`config.mk`:
```
export PLATFORM = sky130hd
export DESIGN_NAME = fr_decide
export DESIGN_NICKNAME = d
export VERILOG_FILES = /design/src/hw/rtl/fr_pkg.sv /design/src/hw/rtl/fr_decide.sv
export SDC_FILE = /design/constraint.sdc
export NUM_CORES = 1
export LEC_CHECK = 0
export BUFFER_PORTS_ARGS = -buffer_cell sky130_fd_sc_hd__buf_2
export CORE_MARGIN = 2
export CORE_UTILIZATION = 38
export DETAILED_ROUTE_END_ITERATION = 8
export PLACE_DENSITY = 0.81
export SYNTH_ARGS = -nofsm -noshare
export SYNTH_HDL_FRONTEND = slang
export SYNTH_SLANG_ARGS = --single-unit
```
`constraint.sdc`:
```
create_clock -name vclk -period 7.5
set_input_delay 1.5 -clock vclk [all_inputs]
set_output_delay 1.5 -clock vclk [all_outputs]
set_load 0.005 [all_outputs]
```
`src/hw/rtl/fr_pkg.sv`:
```
// Shared types and constants for the flooding router.
package fr_pkg;

	localparam int HOP_W      = 4;
	localparam int LINK_W     = 5;
	localparam int ADDR_W     = 8;
	localparam int SEQ_W      = 8;
	localparam int MASK_W     = 32;
	localparam int MAX_HOPS   = 4;
	localparam int ADDR_SPAN  = 256;

	localparam logic [0:0] REG_NODE_ADDR  = 1'b0;
	localparam logic [0:0] REG_LINK_COUNT = 1'b1;

	typedef enum logic {
		FUNC_APP  = 1'b0,
		FUNC_LINK = 1'b1
	} func_t;

	typedef enum logic {
		KIND_DATA = 1'b0,
		KIND_ACK  = 1'b1
	} kind_t;

	typedef struct packed {
		func_t              func;
		logic [ADDR_W-1:0]  src;
		logic [ADDR_W-1:0]  dest;
		kind_t              kind;
		logic [SEQ_W-1:0]   seq;
		logic [HOP_W-1:0]   hops;
		logic [LINK_W-1:0]  link;
	} item_t;

	typedef struct packed {
		logic [MASK_W-1:0]  link_mask;
		logic [ADDR_W-1:0]  src;
		logic [ADDR_W-1:0]  dest;
		kind_t              kind;
		logic [SEQ_W-1:0]   seq;
		logic [HOP_W-1:0]   hops;
		logic               deliver;
		logic               app_enable;
		logic               app_disable;
	} res_t;

	// One table row per address: the three per-address counters side by side.
	typedef struct packed {
		logic [SEQ_W-1:0] ack;
		logic [SEQ_W-1:0] data;
		logic [SEQ_W-1:0] send;
	} seq_row_t;

	typedef struct packed {
		logic     en;
		seq_row_t row;
	} wb_t;

endpackage

```
`src/hw/rtl/fr_decide.sv`:
```
// Routing decision for one request: flood, ack, deliver, forward or drop.
module fr_decide
	import fr_pkg::*;
(
	input  item_t             item,
	input  seq_row_t          row,
	input  logic [ADDR_W-1:0] node_addr,
	input  logic [LINK_W-1:0] link_cnt,
	output res_t              res,
	output wb_t               wb
);

	logic [MASK_W-1:0] link_set;
	logic [MASK_W-1:0] arrival;
	logic [MASK_W-1:0] mask;
	logic [HOP_W:0]    raised;

	always_comb begin
		for (int k = 0; k < MASK_W; k++) begin
			link_set[k] = (k != 0) && (k <= int'(link_cnt));
		end
	end

	assign arrival = MASK_W'(1) << item.link;
	assign raised  = {1'b0, item.hops} + (HOP_W+1)'(1);

	always_comb begin
		res    = '0;
		wb.en  = 1'b0;
		wb.row = row;
		mask   = '0;
		if (item.func == FUNC_APP) begin
			res.link_mask   = link_set;
			res.src         = node_addr;
			res.dest        = item.dest;
			res.kind        = KIND_DATA;
			res.seq         = row.send;
			res.app_disable = 1'b1;
			wb.en           = 1'b1;
			wb.row.send     = row.send + SEQ_W'(1);
		end else if (item.dest == node_addr) begin
			if (item.kind == KIND_DATA) begin
				if (item.seq == row.data) begin
					wb.en       = 1'b1;
					wb.row.data = row.data + SEQ_W'(1);
					res.deliver = 1'b1;
					// ack goes back on the arrival link only, if that link exists
					mask          = arrival & link_set;
					res.link_mask = mask;
					if (mask != '0) begin
						res.src  = node_addr;
						res.dest = item.src;
						res.kind = KIND_ACK;
						res.seq  = item.seq;
					end
				end
			end else if (item.seq == row.ack) begin
				wb.en          = 1'b1;
				wb.row.ack     = row.ack + SEQ_W'(1);
				res.app_enable = 1'b1;
			end
		end else if (raised < (HOP_W+1)'(MAX_HOPS)) begin
			mask          = link_set & ~arrival;
			res.link_mask = mask;
			if (mask != '0) begin
				res.src  = item.src;
				res.dest = item.dest;
				res.kind = item.kind;
				res.seq  = item.seq;
				res.hops = raised[HOP_W-1:0];
			end
		end
	end

endmodule

```
==> run_results.csv, run 1 <==
group,metric,value,unit
outcome,run_status,"finished, final reports clean",
synthesis,ys_types,59,
setup_path,cpPeakStageDelay,0.90,ns
drt,vias,3792,
pwr,switching_power,114,uW
pwr,p_seq_share,0,%
drt,drc,0,
clocking,holdBufCountCts,0,
sta,hold_viol_final,0,
layout,diodes,0,
die,rows,30,
placement,dp_hpwl,8.28,mm
grt,overflow,0,
synthesis,synth_area,2710,sq um
synthesis,synthCells,443,
die,dieArea,7830,sq um
synthesis,synthMuxAreaShare,1.94,%
setup_path,path_max_fanout,38,
synthesis,synthAdderAreaFrac,1.85,%
synthesis,yosys.area_share.simple,33.5,%
min_path,holdPathEnd,"wb[2]",
layout,area_delta_synth_final,27.0,%
min_path,min_from,"row[2]",
sta,min_period_over_period,74.1,%
synthesis,synth_top_area_share,13.2,%
setup_path,worstPathCellList,"buf_2 > inv_1 > nor3_2 > a22oi_1 > o31ai_1 > buf_2",
grt,grt_max_degree,39,
die,die_h,88.5,um
pwr,p_sw_share,58.8,%
synthesis,synth_area_leaders,"xnor2_1 (13%), nand2_1 (8.4%), a21oi_1 (7.6%)",
synthesis,synth_commonest_cells,"nand2_1 (61), nor2_1 (46), a21oi_1 (41), xnor2_1 (41), inv_1 (22)",
setup_path,crit_path_end_kind,"primary output",
pwr,fin_total_pwr,194,uW
setup_path,path_class,"primary input to primary output",
grt,grt_pass1_vias,3413,
drt,wl_per_cell,15.8,um
sta,slew_violations,0,
layout,multiInputGateArea,2430,sq um
synthesis,synth.largest_area_cell,"xnor2_1",
drt,vias_per_cell,5.73,
sta,worst_slew_pin_slew,1.21,ns
placement,routabilityCongestion,0.934,
drt,firstDrtPassIters,5,
sta,finalSetupTns,0,ns
pwr,power_frac_comb,100.0,%
clocking,cts.repair.resized,0,
drt,antenna_left,0,
layout,seq_cells,0,
flow_run,cap_violations,0,
sta,relSlewSlack,19.5,%
synthesis,yosysSeqAreaShare,0,%
die,die_w,88.5,um
sta,min_period,5.56,ns
sta,setup_viol,0,
clocking,post-cts-setup-buffer-count,0,
sta,grt_setup_unrepaired,"false",
synthesis,synth-compound-area-share,36.9,%
grt,grt.total_usage,25.0,%
sta,clock.fmax,180,MHz
drt,wirelength,10.5,mm
die,start_util,39.7,%
min_path,hp-class,"primary input to primary output",
synthesis,ys_warn_count,0,
setup_path,cp-start-kind,"primary input",
pwr,power_leakage,0.00160,uW
setup_path,critPathMostFrequentCell,"buf_2",
pwr,power_density,56.2,nW/um^2
setup_path,slowest_stage,"nor3_2",
setup_path,crit_required,6.00,ns
pwr,clockPowerShare,0,%
layout,nets,644,
die,ios,161,
die,core-area,6830,sq um
synthesis,synthXorXnorAreaFrac,14.5,%
drt,drt_iter0_drc,323,
synthesis,synth_top_family_by_area,"compound AO/OA/AOI/OAI gates",
setup_path,cp.arrival,4.06,ns
grt,grt_pass1_wl,16.3,mm
pwr,p_int,79.7,uW
placement,port_buffers,158,
synthesis,syn_area_per_cell,6.12,sq um
grt,antenna_found_initial,0,
layout,fillCellCount,723,
min_path,min_path_cells,3,
layout,drive_gt1_share,34.8,%
pwr,ir_drop,25.7,uV
layout,ff_latch_area,0,sq um
layout,clock_buffers,0,
synthesis,yosysMostFrequentCell,"nand2_1",
## worst max-delay path by stage
| stage | startpoint | to | slack, ns | cells past startpoint |
|---|---|---|---|---|
| floorplan | item[2] | res[24] | 2.86 | 9 |
| global placement | item[34] | res[11] | 2.12 | 6 |
| detailed placement | item[34] | res[11] | 2.06 | 6 |
| CTS | item[34] | res[11] | 2.05 | 6 |
| global route | item[34] | res[11] | 1.67 | 6 |
| finish | item[34] | res[11] | 1.94 | 6 |
## power groups by stage
stage	sequential (uW)	clock [uW]	combinational [uW]
floorplan	0	0	116
global placement	0	0	190
detailed placement	0	0	192
CTS	0	0	193
global route	0	0	214
finish	0	0	194
## routing by layer
metal	routed length, um	GRT usage [%]	vias up	part of all wire [%]
li1	-	-	1841	-
met1	4390	34.1	1744	42
met2	5180	43.3	187	50
met3	728	1.96	20	7.0
met4	159	4.55	0	1.5
met5	0	0	-	0
## cell type report
cell class / instances / area share [%]
inverter: 22 / 2.40
multi-input combinational: 383 / 70.5
tap: 96 / 3.49
timing repair buffer: 161 / 23.6
## cells by family after synthesis
kind of cell | after synthesis
buf+inv | 62
compound gates | 138
xor+xnor | 45
fa+ha+maj | 4
simple gates | 188
mux | 5
other cells | 1
## metrics by stage
stage | util, % | hold WS, ns | setup WS (ns) | instance area [sq um] | cells
6_report | 50.4 | 3.28 | 1.94 | 3440 | 662
5_1_grt | 50.4 | 3.30 | 1.67 | 3440 | 662
4_1_cts | 50.4 | 3.28 | 2.05 | 3440 | 662
3_5_place_dp | 50.4 | 3.28 | 2.06 | 3440 | 662
3_3_place_gp | 50.4 | 3.28 | 2.12 | 3440 | 662
2_1_floorplan | - | 3.04 | 2.86 | 2720 | 445
## worst max-delay path, delay by kind of cell
family / cells / cell delay, ns
buffers and inverters: 3 / 1.26
and+or+nand+nor: 1 / 0.90
AOI/OAI and AO/OA: 2 / 0.36
## layout by cell type (no fill, tap or decap), drive strengths merged, types with 2 or more instances in the layout
cell type	n
nand3	17
a221oi	2
o31ai	16
a22oi	16
o21ai	31
nand2b	6
xor2	4
nor4	3
inv	22
nor2b	5
a211oi	9
conb	3
o221ai	2
o221a	3
a21boi	3
nand3b	2
and2	5
o22ai	2
and3	9
buf	161
a31oi	4
nand2	61
or4	2
nor3	12
nor3b	2
ha	4
mux2i	3
or2	2
a21oi	41
nand4	11
o311ai	2
nor2	46
mux2	2
xnor2	41
No activity file was read; power rests on OpenSTA's default activity.
==> inputs of run 2 (changes only) <==
Settings changed: PLACE_DENSITY 0.81 to 0.84.
Clock period 7.5 ns to 5.05 ns, I/O delays scaled along.
==> run_results.csv, run 2 (synthesized netlist as in run 1, its figures left out) <==
group,metric,value,unit
drt,firstDrtPassIters,5,
drt,drt_iter0_drc,532,
setup_path,path_class,"primary input to primary output",
layout,nets,646,
layout,clock_buffers,0,
min_path,holdPathEnd,"res[3]",
pwr,power_density,83.9,nW/um^2
layout,layout_commonest_cell,"buf_2",
placement,routabilityCongestion,1.01,
grt,grt.total_usage,25.4,%
sta,hold_viol_final,0,
sta,min_period,4.29,ns
sta,setup_viol,0,
flow_run,cap_violations,0,
clocking,post-cts-setup-buffer-count,0,
pwr,ir_drop,41.5,uV
grt,antenna_found_initial,0,
die,ios,161,
layout,area_delta_synth_final,27.6,%
drt,wl_per_cell,16.1,um
die,rows,30,
die,core-area,6830,sq um
grt,grt_pass1_wl,16.5,mm
layout,final_cell_mix,"buf_2 (158), nand2_1 (61), nor2_1 (46), xnor2_1 (41), a21oi_1 (41)",
drt,antenna_left,0,
setup_path,crit_required,4.04,ns
layout,ff_latch_area,0,sq um
setup_path,cp-start-kind,"primary input",
sta,grt_setup_unrepaired,"false",
sta,worst_slew_pin_slew,1.06,ns
grt,grt_pass1_vias,3442,
sta,finalSetupTns,0,ns
clocking,cts.repair.resized,0,
setup_path,cp.arrival,3.28,ns
clocking,holdBufCountCts,0,
layout,diodes,0,
grt,overflow,0,
placement,port_buffers,158,
layout,fillCellCount,682,
sta,min_period_over_period,84.9,%
setup_path,path_max_fanout,25,
sta,hold_slack,2.29,ns
pwr,power_leakage,0.00161,uW
grt,grt_max_degree,39,
die,dieArea,7830,sq um
setup_path,crit_path_end_kind,"primary output",
setup_path,worstSetupStartpoint,"link_cnt[4]",
drt,drc,0,
die,start_util,39.7,%
outcome,run_status,"finished, final reports clean",
sta,slew_violations,0,
min_path,min_path_cells,3,
min_path,hp-class,"primary input to primary output",
die,die_h,88.5,um
sta,relSlewSlack,28.9,%
min_path,min_from,"item[5]",
layout,seq_cells,0,
placement,dp_hpwl,8.21,mm
sta,clock.fmax,233,MHz
layout,drive_gt1_share,35.0,%
drt,vias,3918,
die,die_w,88.5,um
drt,vias_per_cell,5.90,
drt,wirelength,10.7,mm
-- run 2: final cells by class --
type | instances | area, sq um | area share [%]
Multi-Input combinational cell | 383 | 2430 | 70.2
Timing Repair Buffer | 163 | 828 | 23.9
Tap cell | 96 | 120 | 3.47
Inverter | 22 | 82.6 | 2.39
-- run 2: worst max-delay path, cell delays in order --
cell and delay [ns]:
buf_2 0.33, inv_1 0.24, or4_1 0.56, o32ai_1 0.28, a2111oi_4 0.10, buf_4 0.28, o31ai_1 0.28, buf_2 0.17
-- run 2: metal layers --
layer	routed length (um)	GRT usage [%]	vias up
met4	144	6.06	0
met5	0	0	-
met1	4290	34.8	1822
met3	962	2.61	19
met2	5290	42.7	233
li1	-	-	1844
-- run 2: through the flow --
stage / cell area, sq um / power (uW) / instances / util [%] / setup WS, ns
final: 3460 / 290 / 664 / 50.6 / 0.761
after global routing: 3460 / 318 / 664 / 50.6 / 0.609
after CTS: 3460 / 287 / 664 / 50.6 / 0.826
after detailed placement: 3460 / 286 / 664 / 50.6 / 0.841
after global placement: 3460 / 279 / 664 / 50.6 / 0.848
after floorplan: 2720 / 173 / 445 / - / 1.39
-- run 2: how the worst max path moves through the flow --
stage,cells past startpoint,slack (ns),end
finish,8,0.76,res[11]
global route,9,0.61,res[9]
CTS,9,0.83,res[9]
detailed placement,8,0.84,res[9]
global placement,9,0.85,res[11]
floorplan,9,1.39,res[24]
-- run 2: power breakdown --
part	switching (uW)	internal, uW
Combinational	171	119
Sequential	0	0
Clock	0	0
